--- src/fw2d_pkg.sv ---
// Shared types, constants and the control store for the 2-D binary indexed tree block.
`timescale 1ns / 1ps

package fw2d_pkg;

    // Default grid size limits handed to the top-level parameters.
    localparam int MAX_ROWS_DEF = 64;
    localparam int MAX_COLS_DEF = 64;

    // Tree coordinates are 1-based and reach at most 64 plus its lowest set bit.
    localparam int COORD_W = 8;
    localparam int CFG_W   = 7;
    localparam int FIELD_W = 6;
    localparam int DATA_W  = 32;
    localparam int STEP_W  = 5;
    localparam int PADDR_W = 3;
    localparam int PDATA_W = 32;

    // Register select, taken from the word address bit of paddr.
    localparam logic REG_ROWS = 1'b0;
    localparam logic REG_COLS = 1'b1;

    typedef enum logic [3:0] {
        ACT_NOP,
        ACT_CLEAR,
        ACT_IDLE,
        ACT_CHECK,
        ACT_LOAD,
        ACT_WALK,
        ACT_DELTA,
        ACT_URD,
        ACT_UWR,
        ACT_OUT
    } t_act;

    typedef enum logic [1:0] {
        ROW_TOP,
        ROW_TOP1,
        ROW_BOT1
    } t_row_sel;

    typedef enum logic [1:0] {
        COL_LEFT,
        COL_LEFT1,
        COL_RIGHT1
    } t_col_sel;

    typedef logic [STEP_W-1:0] t_step;

    typedef struct packed {
        t_act     act;
        t_row_sel row_sel;
        t_col_sel col_sel;
        logic     neg;
        t_step    target;
    } t_uword;

    // Control from the sequencer to the datapath.
    typedef struct packed {
        t_act     act;
        t_row_sel row_sel;
        t_col_sel col_sel;
        logic     neg;
        logic     accept;
    } t_ctrl;

    // Branch conditions from the datapath back to the sequencer.
    typedef struct packed {
        logic clr_last;
        logic oor;
        logic x_zero;
        logic x_over;
        logic y_over;
        logic out_free;
    } t_stat;

    // Entry points of the program.
    localparam t_step S_CLEAR = 5'd0;
    localparam t_step S_IDLE  = 5'd1;
    localparam t_step S_URD   = 5'd12;
    localparam t_step S_QUERY = 5'd14;

    function automatic t_uword uw(input t_act act, input t_row_sel rs, input t_col_sel cs,
                                  input logic neg, input t_step target);
        t_uword w;
        w.act     = act;
        w.row_sel = rs;
        w.col_sel = cs;
        w.neg     = neg;
        w.target  = target;
        return w;
    endfunction

    // The program. A set in the grid in use adds four signed prefix sums to recover the old
    // value, then walks the update path; a query adds four such sums and emits the total.
    function automatic t_uword urom(input t_step step);
        t_uword w;
        case (step)
            5'd0:  w = uw(ACT_CLEAR, ROW_TOP,  COL_LEFT,   1'b0, S_IDLE);
            5'd1:  w = uw(ACT_IDLE,  ROW_TOP,  COL_LEFT,   1'b0, S_QUERY);
            5'd2:  w = uw(ACT_CHECK, ROW_TOP,  COL_LEFT,   1'b0, S_IDLE);
            5'd3:  w = uw(ACT_LOAD,  ROW_TOP1, COL_LEFT1,  1'b0, S_IDLE);
            5'd4:  w = uw(ACT_WALK,  ROW_TOP,  COL_LEFT,   1'b0, S_IDLE);
            5'd5:  w = uw(ACT_LOAD,  ROW_TOP,  COL_LEFT,   1'b0, S_IDLE);
            5'd6:  w = uw(ACT_WALK,  ROW_TOP,  COL_LEFT,   1'b0, S_IDLE);
            5'd7:  w = uw(ACT_LOAD,  ROW_TOP1, COL_LEFT,   1'b1, S_IDLE);
            5'd8:  w = uw(ACT_WALK,  ROW_TOP,  COL_LEFT,   1'b0, S_IDLE);
            5'd9:  w = uw(ACT_LOAD,  ROW_TOP,  COL_LEFT1,  1'b1, S_IDLE);
            5'd10: w = uw(ACT_WALK,  ROW_TOP,  COL_LEFT,   1'b0, S_IDLE);
            5'd11: w = uw(ACT_DELTA, ROW_TOP,  COL_LEFT,   1'b0, S_IDLE);
            5'd12: w = uw(ACT_URD,   ROW_TOP,  COL_LEFT,   1'b0, S_IDLE);
            5'd13: w = uw(ACT_UWR,   ROW_TOP,  COL_LEFT,   1'b0, S_URD);
            5'd14: w = uw(ACT_LOAD,  ROW_BOT1, COL_RIGHT1, 1'b0, S_IDLE);
            5'd15: w = uw(ACT_WALK,  ROW_TOP,  COL_LEFT,   1'b0, S_IDLE);
            5'd16: w = uw(ACT_LOAD,  ROW_TOP,  COL_LEFT,   1'b0, S_IDLE);
            5'd17: w = uw(ACT_WALK,  ROW_TOP,  COL_LEFT,   1'b0, S_IDLE);
            5'd18: w = uw(ACT_LOAD,  ROW_BOT1, COL_LEFT,   1'b1, S_IDLE);
            5'd19: w = uw(ACT_WALK,  ROW_TOP,  COL_LEFT,   1'b0, S_IDLE);
            5'd20: w = uw(ACT_LOAD,  ROW_TOP,  COL_RIGHT1, 1'b1, S_IDLE);
            5'd21: w = uw(ACT_WALK,  ROW_TOP,  COL_LEFT,   1'b0, S_IDLE);
            5'd22: w = uw(ACT_OUT,   ROW_TOP,  COL_LEFT,   1'b0, S_IDLE);
            default: w = uw(ACT_NOP, ROW_TOP,  COL_LEFT,   1'b0, S_IDLE);
        endcase
        return w;
    endfunction

endpackage

--- src/fw2d_seq.sv ---
// Microcode sequencer: step counter, control store lookup and conditional jumps.
`timescale 1ns / 1ps

module fw2d_seq (
    input  logic            i_clk,
    input  logic            i_rst_n,
    input  logic            i_in_valid,
    input  logic            i_opcode,
    input  fw2d_pkg::t_stat i_stat,
    output fw2d_pkg::t_ctrl o_ctrl,
    output logic            o_in_stall
);

    fw2d_pkg::t_step  r_step;
    fw2d_pkg::t_step  n_step;
    fw2d_pkg::t_step  step_inc;
    fw2d_pkg::t_uword w;

    assign w        = fw2d_pkg::urom(r_step);
    assign step_inc = r_step + fw2d_pkg::t_step'(1);

    always_comb begin
        n_step = step_inc;
        case (w.act)
            fw2d_pkg::ACT_CLEAR: begin
                if (!i_stat.clr_last) n_step = r_step;
            end
            fw2d_pkg::ACT_IDLE: begin
                if (!i_in_valid) n_step = r_step;
                else if (i_opcode) n_step = w.target;
            end
            fw2d_pkg::ACT_CHECK: begin
                if (i_stat.oor) n_step = w.target;
            end
            fw2d_pkg::ACT_WALK: begin
                if (!i_stat.x_zero) n_step = r_step;
            end
            fw2d_pkg::ACT_URD: begin
                if (i_stat.x_over) n_step = w.target;
                else if (i_stat.y_over) n_step = r_step;
            end
            fw2d_pkg::ACT_OUT: begin
                n_step = i_stat.out_free ? w.target : r_step;
            end
            fw2d_pkg::ACT_LOAD, fw2d_pkg::ACT_DELTA: begin
                n_step = step_inc;
            end
            default: begin
                n_step = w.target;
            end
        endcase
    end

    always_ff @(posedge i_clk) begin
        if (!i_rst_n) begin
            r_step <= fw2d_pkg::S_CLEAR;
        end else begin
            r_step <= n_step;
        end
    end

    assign o_in_stall     = (w.act != fw2d_pkg::ACT_IDLE);
    assign o_ctrl.act     = w.act;
    assign o_ctrl.row_sel = w.row_sel;
    assign o_ctrl.col_sel = w.col_sel;
    assign o_ctrl.neg     = w.neg;
    assign o_ctrl.accept  = i_in_valid && (w.act == fw2d_pkg::ACT_IDLE);

endmodule

--- config.mk ---
export PLATFORM = sky130hd
export DESIGN_NAME = fw2d_seq
export DESIGN_NICKNAME = d
export VERILOG_FILES = /design/src/fw2d_pkg.sv /design/src/fw2d_seq.sv
export SDC_FILE = /design/constraint.sdc
export NUM_CORES = 1
export LEC_CHECK = 0
export BUFFER_PORTS_ARGS = -buffer_cell sky130_fd_sc_hd__buf_2
export CAP_MARGIN = 15
export CORE_ASPECT_RATIO = 1.2
export CORE_UTILIZATION = 35
export DETAILED_ROUTE_END_ITERATION = 10
export GPL_TIMING_DRIVEN = 0
export PLACE_DENSITY = 0.61
export SKIP_LAST_GASP = 1
export SLEW_MARGIN = 20
export SYNTH_ARGS = -nofsm -noshare
export SYNTH_HDL_FRONTEND = slang
export SYNTH_SLANG_ARGS = --single-unit
--- constraint.sdc ---
create_clock -name i_clk -period 9.2 [get_ports i_clk]
set_clock_uncertainty 0.2 [all_clocks]
set_input_delay 1.38 -clock i_clk [delete_from_list [all_inputs] [get_ports i_clk]]
set_output_delay 1.38 -clock i_clk [all_outputs]
set_load 0.1 [all_outputs]
==> impl_metrics.env, run 1 <==
export IMPL_antenna_found_initial=0
export IMPL_synth_most_common_cell="dfxtp_1"
export IMPL_syn_area_per_cell_sq_um=8.47
export IMPL_rows=24
export IMPL_dp_cells=231
export IMPL_core_sq_um=3660
export IMPL_setup_viol=0
export IMPL_worstPathArrival_ns=3.87
export IMPL_synth_top_cells_by_area="dfxtp_1 25%, buf_4 5.0%, ha_1 4.6%"
export IMPL_drtAntennaViolNets=0
export IMPL_drcViolationCount=0
export IMPL_postCtsSetupBuffers=0
export IMPL_ys_flop_type="dfxtp_1"
export IMPL_tightest_slew_ns=0.629
export IMPL_rsz0062_at_grt="false"
export IMPL_finalCriticalPeriod_ns=3.92
export IMPL_cts_tree="yes"
export IMPL_cts_buffer_depth=2
export IMPL_tns_ns=0
export IMPL_ir_drop_v=0.000159
export IMPL_nNetsFinal=199
export IMPL_synth_cells=159
export IMPL_crit_required_ns=9.15
export IMPL_syn_nets=174
export IMPL_placed_cell_area_sq_um=1510
export IMPL_endpoint_kind="flip-flop"
export IMPL_grt_max_degree=11
export IMPL_wirelength_microns=3200
export IMPL_fin_area_sq_um=1560
export IMPL_startpoint_type="primary input"
export IMPL_drtIter0Drc=68
export IMPL_max_slew_margin_pct=57.0
export IMPL_fin_cells=235
export IMPL_muxShareOfSynthArea_pct=5.30
export IMPL_clock_fmax_mhz=255
export IMPL_synth_cell_type_count=55
export IMPL_diodes=0
export IMPL_port_buffers=20
export IMPL_synthSimpleGateAreaFrac_pct=26.8
export IMPL_yosys_top_cells_count="17 x dfxtp_1, 10 x nand2_1, 10 x nand3_1"
export IMPL_num_io_pins=21
export IMPL_first_pass_iters=4
export IMPL_synth_top_family_by_area="simple AND/OR/NAND/NOR gates"
export IMPL_via_per_inst=5.40
export IMPL_leakage_nw=0.689
export IMPL_place_congestion=0.909
export IMPL_fin_hold_ws_ns=0.388
export IMPL_path_class="primary input to flip-flop"
export IMPL_synth_edff_count=0
export IMPL_wire_per_inst_microns=13.6
export IMPL_grt_pass1_vias=1158
export IMPL_clk_latency_ns=0.26
export IMPL_ys_seq_area_share_pct=25.3
export IMPL_place_ws_ns=5.04
export IMPL_finalCritPeriodShare_pct=42.6
export IMPL_cts_sinks=17
export IMPL_die_area_sq_um=4100
export IMPL_ys_ff_latch=17
export IMPL_powerDensity_nw_per_um2=343
export IMPL_ctsHtreeMaxLevel=1
export IMPL_synth_adder_area_share_pct=4.65
export IMPL_maxCapViolCount=0
export IMPL_crit_fanout=6
export IMPL_vias=1270
export IMPL_synthArstFlopShare_pct=0
export IMPL_hold_class="flip-flop to flip-flop"
export IMPL_grt_ovfl_total=0
export IMPL_die_w_microns=58.6
export IMPL_root_buffer="clkbuf_8"
export IMPL_cts_hold_buffers=0
export IMPL_drive_above_1_share_pct=29.0
export IMPL_hpwl_microns=2470
export IMPL_synth_top_area_share_pct=25.3
export IMPL_grt_total_usage_pct=16.5
export IMPL_synth_compound_area_share_pct=25.7
export IMPL_synthToLayoutAreaGrowth_pct=15.7
export IMPL_yosys_warnings=0
export IMPL_post_cts_resize_count=0
export IMPL_yosysTopAreaCell="dfxtp_1"
export IMPL_numCtsBuffers=3
export IMPL_clk_pin_slew_ns=0.07
export IMPL_start_util_pct=36.7
export IMPL_slew_violations=0
export IMPL_hold_violations=0
export IMPL_setup_slack_ns=5.28
export IMPL_status="finished, final reports clean"
export IMPL_die_h_microns=69.9
export IMPL_synth_xor_area_share_pct=1.95
export IMPL_syn_area_sq_um=1350
export IMPL_grt_pass1_wl_microns=5240
[worst paths after layout]
kind         depth (start not counted)        end  startpoint  slack (ns)
max                                  9      w[12]   i_stat[4]        5.28
min                                  1  r_step[1]   r_step[1]        0.39
max reg2reg                          9      w[12]       w[12]        6.00
min reg2reg                          1  r_step[1]   r_step[1]        0.39
[cell usage in the layout, fill, tap and decap left out, types with 2 or more instances in the layout]
| master | netlist | routed |
|---|---|---|
| a221o_1 | 2 | 2 |
| o211ai_1 | 2 | 2 |
| o2111ai_1 | 2 | 2 |
| buf_2 | 4 | 24 |
| o21a_1 | 5 | 5 |
| nor2b_1 | 3 | 3 |
| clkbuf_8 | 0 | 3 |
| or3_1 | 2 | 2 |
| o21ai_1 | 4 | 4 |
| nand2_1 | 10 | 10 |
| ha_1 | 5 | 5 |
| buf_4 | 9 | 9 |
| xor2_1 | 2 | 2 |
| and3_1 | 4 | 4 |
| nor4b_1 | 2 | 2 |
| nor2_1 | 5 | 5 |
| mux2i_1 | 2 | 2 |
| a21oi_1 | 5 | 5 |
| o21ai_0 | 4 | 4 |
| a21boi_0 | 2 | 2 |
| a2111oi_0 | 2 | 2 |
| a32oi_1 | 2 | 2 |
| inv_1 | 7 | 7 |
| nor3_2 | 3 | 3 |
| o211a_1 | 2 | 2 |
| dfxtp_1 | 17 | 17 |
| nand3_1 | 10 | 10 |
| and2_1 | 6 | 6 |
| a32o_1 | 2 | 2 |
| nand2b_1 | 3 | 3 |
| nor3_1 | 6 | 6 |
[logic make-up (layout without fill, tap and decap cells)]
group           count (synthesis)  in the layout
simple gates                   62             62
compound gates                 42             42
buf+inv                        24             48
flops                          17             17
mux                             6              6
fa+ha+maj                       5              5
xor+xnor                        3              3
[per-layer routing]
metal  routed length [microns]  part of all wire, %  track usage, %
met1                      1380                   43            20.3
met2                      1560                   49            26.6
met3                       143                  4.5            2.22
met4                       121                  3.8            10.6
met5                         0                    0               0
[critical path, cell delays in order]
cell	delay (ns)
buf_2	0.13
mux2_4	0.29
a221o_4	0.41
a2111oi_4	0.37
mux2i_2	0.18
and2_1	0.22
ha_1	0.27
or3_1	0.38
a32o_1	0.23
[report_power, final]
| part | total [mW] | internal (mW) | switching (mW) | leakage, nW |
|---|---|---|---|---|
| registers | 0.114 | 0.0959 | 0.0183 | 0.139 |
| clock network | 0.0554 | 0.0301 | 0.0253 | 0.0255 |
| logic | 0.365 | 0.132 | 0.233 | 0.524 |
[cell type report]
type | instances | area (sq um)
clock inverter | 1 | 5.00
buffer | 15 | 103
clock buffer | 3 | 41.3
timing repair buffer | 20 | 100
tap | 52 | 65.1
multi-input combinational | 118 | 867
inverter | 9 | 36.3
fill | 401 | 2110
sequential | 17 | 340
[sequential cells by signal (all words and copies together) (netlist names)]
| register | flops |
|---|---|
| w | 12 |
| r_step | 5 |
[stage by stage]
step | power (mW) | utilization, %
4_1_cts | 0.535 | 42.5
6_report | 0.535 | 42.5
2_1_floorplan | 0.413 | -
5_1_grt | 0.572 | 42.5
3_5_place_dp | 0.477 | 41.3
3_3_place_gp | 0.472 | 41.3
Note: power is estimated with default switching activity, not from simulation.
==> inputs of run 2 (changes only) <==
- ABC_AREA: default -> 1
- clock period: 9.2 -> 3.9 ns (I/O delays scaled with it)
==> run 2 against run 1 <==
The run now ends with design-rule violations left. Setup slack got worse by 3.9 ns. Routed wire length down 19%. Sequential cell count unchanged. Total power rose by 140%. Synthesized cell count grew 33%. Final cell count rose by 16%. Global-route usage down 1.8 points. Critical path type is now flip-flop to flip-flop. Critical endpoint is now w[10].
==> impl_metrics.env, run 2 <==
export IMPL_status="complete, but fails checks"
export IMPL_violations="design-rule violations"
export IMPL_final_util_pct=42.9
export IMPL_grt_max_degree=11
export IMPL_postCtsSetupBuffers=0
export IMPL_holdCritStartpoint="w[1]"
export IMPL_crit_fanout=6
export IMPL_setup_viol=0
export IMPL_cts_hold_buffers=0
export IMPL_r2r_start="w[12]"
export IMPL_wl_met1_microns=1260
export IMPL_wl_met2_microns=1180
export IMPL_muxShareOfSynthArea_pct=0
export IMPL_diodes=0
export IMPL_drtIter0Drc=63
export IMPL_hold_depth=4
export IMPL_slew_violations=0
export IMPL_ys_seq_area_share_pct=26.7
export IMPL_wirelength_microns=2580
export IMPL_clock_fmax_mhz=404
export IMPL_reg2regPathDepth=14
export IMPL_syn_area_per_cell_sq_um=6.02
export IMPL_grt_ovfl_total=0
export IMPL_start_util_pct=37.3
export IMPL_drive_above_1_share_pct=21.2
export IMPL_synth_most_common_cell="nand2_1"
export IMPL_die_w_microns=57.1
export IMPL_via_per_inst=4.57
export IMPL_rsz0062_at_grt="false"
export IMPL_crit_required_ns=3.84
export IMPL_drcViolationCount=2
export IMPL_reg2reg_to="w[10]"
export IMPL_clk_pin_slew_ns=0.06
export IMPL_final_cell_mix="68 x nand2_1, 35 x inv_1, 24 x nor2_1"
export IMPL_syn_area_sq_um=1280
export IMPL_first_pass_iters=9
export IMPL_vias=1248
export IMPL_cp_slowest_stage_delay_ns=0.44
export IMPL_num_io_pins=21
export IMPL_synth_cell_type_count=22
export IMPL_cts_buffer_depth=2
export IMPL_path_class="flip-flop to flip-flop"
export IMPL_syn_nets=227
export IMPL_die_h_microns=68.2
export IMPL_yosysTopAreaCell="dfxtp_1"
export IMPL_yosys_top_cells_count="68 x nand2_1, 35 x inv_1, 24 x nor2_1"
export IMPL_yosys_warnings=0
export IMPL_tightest_slew_ns=0.488
export IMPL_synth_xor_area_share_pct=0.686
export IMPL_largest_register_ffs=12
export IMPL_endpoint_kind="flip-flop"
export IMPL_synthToLayoutAreaGrowth_pct=15.1
export IMPL_nNetsFinal=252
export IMPL_finalCriticalPeriod_ns=2.47
export IMPL_leakage_nw=0.864
export IMPL_synth_edff_count=0
export IMPL_rows=23
export IMPL_ys_ff_latch=17
export IMPL_grt_total_usage_pct=14.7
export IMPL_hold_violations=0
export IMPL_synthArstFlopShare_pct=0
export IMPL_place_congestion=0.875
export IMPL_drtAntennaViolNets=0
export IMPL_worstPathArrival_ns=2.42
export IMPL_path_common_cell="inv_1"
export IMPL_numCtsBuffers=3
export IMPL_maxCapViolCount=0
export IMPL_top_layer="met4"
export IMPL_core_sq_um=3420
export IMPL_finalCritPeriodShare_pct=63.4
export IMPL_hold_end="r_step[1]"
export IMPL_grt_pass1_wl_microns=4490
export IMPL_clk_latency_ns=0.25
export IMPL_slowest_stage="dfxtp_1"
export IMPL_synth_top_area_share_pct=26.7
export IMPL_synthSimpleGateAreaFrac_pct=44.1
export IMPL_nFillCells=396
export IMPL_ctsHtreeMaxLevel=1
export IMPL_synth_top_family_by_area="simple AND/OR/NAND/NOR gates"
export IMPL_startpoint_type="flip-flop"
export IMPL_port_buffers=20
export IMPL_cp_cell_sequence="inv_1 > nor2_1 > nand2_1 > nand3_1 > nand2_1 > nand2_2 > inv_1 > o21ai_0 > nor2_2 > ha_1 > inv_1 > nand3_1 > a21oi_1 > nor2_1"
export IMPL_ir_drop_v=0.000323
export IMPL_wire_per_inst_microns=9.47
export IMPL_ys_flop_type="dfxtp_1"
export IMPL_max_slew_margin_pct=67.7
export IMPL_powerDensity_nw_per_um2=861
export IMPL_wl_met3_microns=63
export IMPL_hold_class="flip-flop to flip-flop"
export IMPL_rrSetupSlack_ns=1.43
export IMPL_tns_ns=0
export IMPL_synth_top_cells_by_area="dfxtp_1 27%, nand2_1 20%, inv_1 10%"
export IMPL_final_common_cell="nand2_1"
export IMPL_antenna_found_initial=0
export IMPL_die_area_sq_um=3890
export IMPL_hpwl_microns=2120
export IMPL_grt_pass1_vias=1113
export IMPL_cts_tree="yes"
export IMPL_post_cts_resize_count=0
export IMPL_synth_compound_area_share_pct=7.45
export IMPL_root_buffer="clkbuf_8"
export IMPL_cts_sinks=17
export IMPL_synth_adder_area_share_pct=4.90
export IMPL_synth_cells=212
## run 2: how the worst max path moves through the flow
stage / start / to / slack (ns) / cells after the start
floorplan: w[11] / o_ctrl[0] / 0.47 / 4
global placement: i_stat[0] / w[10] / 1.31 / 13
detailed placement: i_stat[0] / w[10] / 1.32 / 13
CTS: w[12] / w[10] / 1.42 / 14
global route: w[11] / w[10] / 1.14 / 14
finish: w[12] / w[10] / 1.43 / 14
## run 2: kinds of logic (layout without fill, tap and decap cells)
logic type,count (synthesis),after routing
xor gates and xnor gates,1,1
and+or+nand+nor,128,128
adders and majority gates,5,5
DFF,17,17
buffers and inverters,46,70
AOI/OAI and AO/OA,15,15
## run 2: metrics by stage
stage,power (mW),worst slack (ns),std cells,area [sq um],hold slack (ns)
finish,1.26,1.43,273,1470,0.446
CTS,1.27,1.42,273,1470,0.447
detailed placement,1.14,1.32,269,1420,0.434
floorplan,0.996,0.467,212,1280,0.339
global placement,1.14,1.31,269,1420,0.438
global route,1.39,1.14,273,1470,0.499
## run 2: final cells by class
cell class,count,area (sq um),area share (%)
tap,37,46.3,3.15
buffer,9,67.6,4.60
inverter,37,139,9.45
multi-input combinational,149,729,49.7
clock inverter,1,5.00,0.341
sequential,17,340,23.2
clock buffer,3,41.3,2.81
timing repair buffer,20,100,6.81
## run 2: report_power, final
part / switching [mW] / internal [mW]
Clock: 0.0577 / 0.0708
Sequential: 0.0460 / 0.227
Combinational: 0.620 / 0.243
Total: 0.724 / 0.541
## run 2: worst max-delay path, delay by kind of cell (launching register included)
kind	cells	cell delay [ns]
flip-flops	1	0.44
buffers and inverters	3	0.27
AO/OA/AOI/OAI	2	0.43
adder cells (fa/ha/maj)	1	0.30
AND/OR/NAND/NOR	8	0.73
## run 2: metal layers
metal	up-vias	global-route usage, %
li1	688	-
met1	521	18.3
met2	30	25.3
met3	9	1.13
met4	0	8.23
met5	-	0
==> inputs of run 3 (changes only) <==
- clock period: 3.9 -> 2.3 ns (I/O delays scaled with it)
==> run 3 against run 2 <==
The run still ends with design-rule violations left. Hold slack lost 0.22 ns. Setup slack lost 1.3 ns. Fmax up 12%. Critical path type unchanged. Critical endpoint unchanged. Largest cell class unchanged.
==> impl_metrics.env, run 3 (same netlist as run 2, synthesis figures left out) <==
export IMPL_status="complete, but fails checks"
export IMPL_violations="design-rule violations"
export IMPL_cp_num_buf_inv=4
export IMPL_nFillCells=379
export IMPL_largest_register_ffs=12
export IMPL_cp_cell_sequence="inv_1 > nand2_2 > nor2_4 > nand2_1 > nand2_1 > inv_1 > nand2_4 > inv_4 > nand2_1 > nor2_4 > nor2_4 > ha_1 > inv_1 > nand3_1 > a21oi_1 > nor2_1"
export IMPL_nNetsFinal=256
export IMPL_rrSetupSlack_ns=0.10
export IMPL_hold_depth=3
export IMPL_max_slew_margin_pct=67.8
export IMPL_seq_area_sq_um=357
export IMPL_path_class="flip-flop to flip-flop"
export IMPL_reg2regPathDepth=16
export IMPL_cts_hold_buffers=0
export IMPL_place_congestion=0.873
export IMPL_hpwl_microns=2170
export IMPL_finalCritPeriodShare_pct=95.6
export IMPL_rsz0062_at_grt="true"
export IMPL_die_h_microns=68.2
export IMPL_switching_share_pct=56.3
export IMPL_wirelength_microns=2710
export IMPL_hold_violations=0
export IMPL_start_util_pct=37.3
export IMPL_num_io_pins=21
export IMPL_multi_input_area_sq_um=823
export IMPL_hold_class="primary input to flip-flop"
export IMPL_power_internal_mw=1.05
export IMPL_finalCriticalPeriod_ns=2.20
export IMPL_tightest_slew_ns=0.486
export IMPL_crit_fanout=5
export IMPL_powerDensity_nw_per_um2=1490
export IMPL_drive_above_1_share_pct=31.3
export IMPL_clock_fmax_mhz=455
export IMPL_wire_per_inst_microns=9.79
export IMPL_diodes=0
export IMPL_port_buffers=20
export IMPL_drcViolationCount=5
export IMPL_cts_sinks=17
export IMPL_final_common_cell="nand2_1"
export IMPL_die_area_sq_um=3890
export IMPL_slowest_stage="dfxtp_4"
export IMPL_endpoint_kind="flip-flop"
export IMPL_grt_max_degree=11
export IMPL_holdCritStartpoint="i_rst_n"
export IMPL_leakage_nw=0.906
export IMPL_place_ws_ns=-0.252
export IMPL_synthToLayoutAreaGrowth_pct=26.3
export IMPL_p_sw_mw=1.35
export IMPL_p_seq_share_pct=20.6
export IMPL_grt_ovfl_total=0
export IMPL_first_pass_iters=9
export IMPL_grt_pass1_wl_microns=4400
export IMPL_maxCapViolCount=0
export IMPL_cp_slowest_stage_delay_ns=0.38
export IMPL_crit_required_ns=2.24
export IMPL_tns_ns=0
export IMPL_final_util_pct=47.1
export IMPL_setup_slack_ns=0.101
export IMPL_clk_pin_slew_ns=0.06
export IMPL_root_buffer="clkbuf_8"
export IMPL_vias=1285
export IMPL_cts_buffer_depth=2
export IMPL_startpoint_type="flip-flop"
export IMPL_clk_latency_ns=0.25
export IMPL_reg2reg_to="w[10]"
export IMPL_drtIter0Drc=64
export IMPL_drtAntennaViolNets=0
export IMPL_core_sq_um=3420
export IMPL_hold_end="r_step[0]"
export IMPL_crit_family="simple AND/OR/NAND/NOR gates"
export IMPL_power_frac_clock_pct=9.0
export IMPL_total_power_mw=2.40
export IMPL_numCtsBuffers=3
export IMPL_setup_viol=0
export IMPL_antenna_found_initial=0
export IMPL_grt_total_usage_pct=14.7
export IMPL_cts_tree="yes"
export IMPL_r2r_start="w[13]"
export IMPL_p_comb_share_pct=70.3
export IMPL_slew_violations=0
export IMPL_via_per_inst=4.64
export IMPL_ctsHtreeMaxLevel=1
export IMPL_ir_drop_v=0.000558
export IMPL_grt_pass1_vias=1084
export IMPL_worstPathArrival_ns=2.14
export IMPL_rows=23
export IMPL_final_cell_mix="62 x nand2_1, 34 x inv_1, 20 x buf_2"
export IMPL_die_w_microns=57.1
## run 3: cell types whose count changed in the layout (fill, tap and decap cells not counted), sizes merged
cell  delta
buf      +4
## run 3: layout make-up
class / instances / share of cell area [%]
Inverter: 37 / 8.77
Tap cell: 37 / 2.87
Clock inverter: 1 / 0.311
Buffer: 9 / 4.19
Timing Repair Buffer: 24 / 8.07
Clock buffer: 3 / 2.56
Sequential cell: 17 / 22.1
Multi-Input combinational cell: 149 / 51.1
## run 3: power groups by stage
stage	Combinational [mW]	Clock, mW	Sequential [mW]
after CTS	1.54	0.227	0.479
after detailed placement	1.49	0	0.469
after global placement	1.49	0	0.470
after floorplan	1.25	0	0.447
after global routing	1.87	0.239	0.510
final	1.69	0.217	0.495
## run 3: timing repair
action / CTS / global route
gates resized for setup: 12 / 21
hold endpoints to repair: 0 / 0
setup buffers: 1 / 3
cloned: 0 / 0
endpoints found under the setup margin: 10 / 11
pin swaps: 1 / 5
## run 3: per-layer routing
metal  wire (microns)  GRT usage [%]
met5                0              0
met4               71           8.84
met3              100           1.89
met2             1350           26.0
met1             1190           17.0
## run 3: worst max-delay path by stage
| stage | start | end | slack, ns | cells after the start |
|---|---|---|---|---|
| 6_report | w[13] | w[10] | 0.10 | 16 |
| 5_1_grt | w[13] | w[10] | -0.05 | 16 |
| 4_1_cts | w[13] | w[10] | 0.03 | 14 |
| 3_5_place_dp | w[11] | w[10] | -0.25 | 14 |
| 3_3_place_gp | w[11] | w[10] | -0.23 | 14 |
| 2_1_floorplan | w[11] | w[10] | 0.04 | 15 |
## run 3: through the flow
| step | cell area, sq um | hold slack, ns | cells |
|---|---|---|---|
| 3_3_place_gp | 1440 | 0.431 | 269 |
| 6_report | 1610 | 0.228 | 277 |
| 3_5_place_dp | 1440 | 0.445 | 269 |
| 2_1_floorplan | 1290 | 0.279 | 212 |
| 4_1_cts | 1520 | 0.224 | 274 |
| 5_1_grt | 1610 | 0.233 | 277 |
## run 3: worst min-delay path: cells and delay by family
kind | cells | cell delay [ns]
and+or+nand+nor | 1 | 0.04
AOI/OAI and AO/OA | 1 | 0.09
buffers and inverters | 1 | 0.16
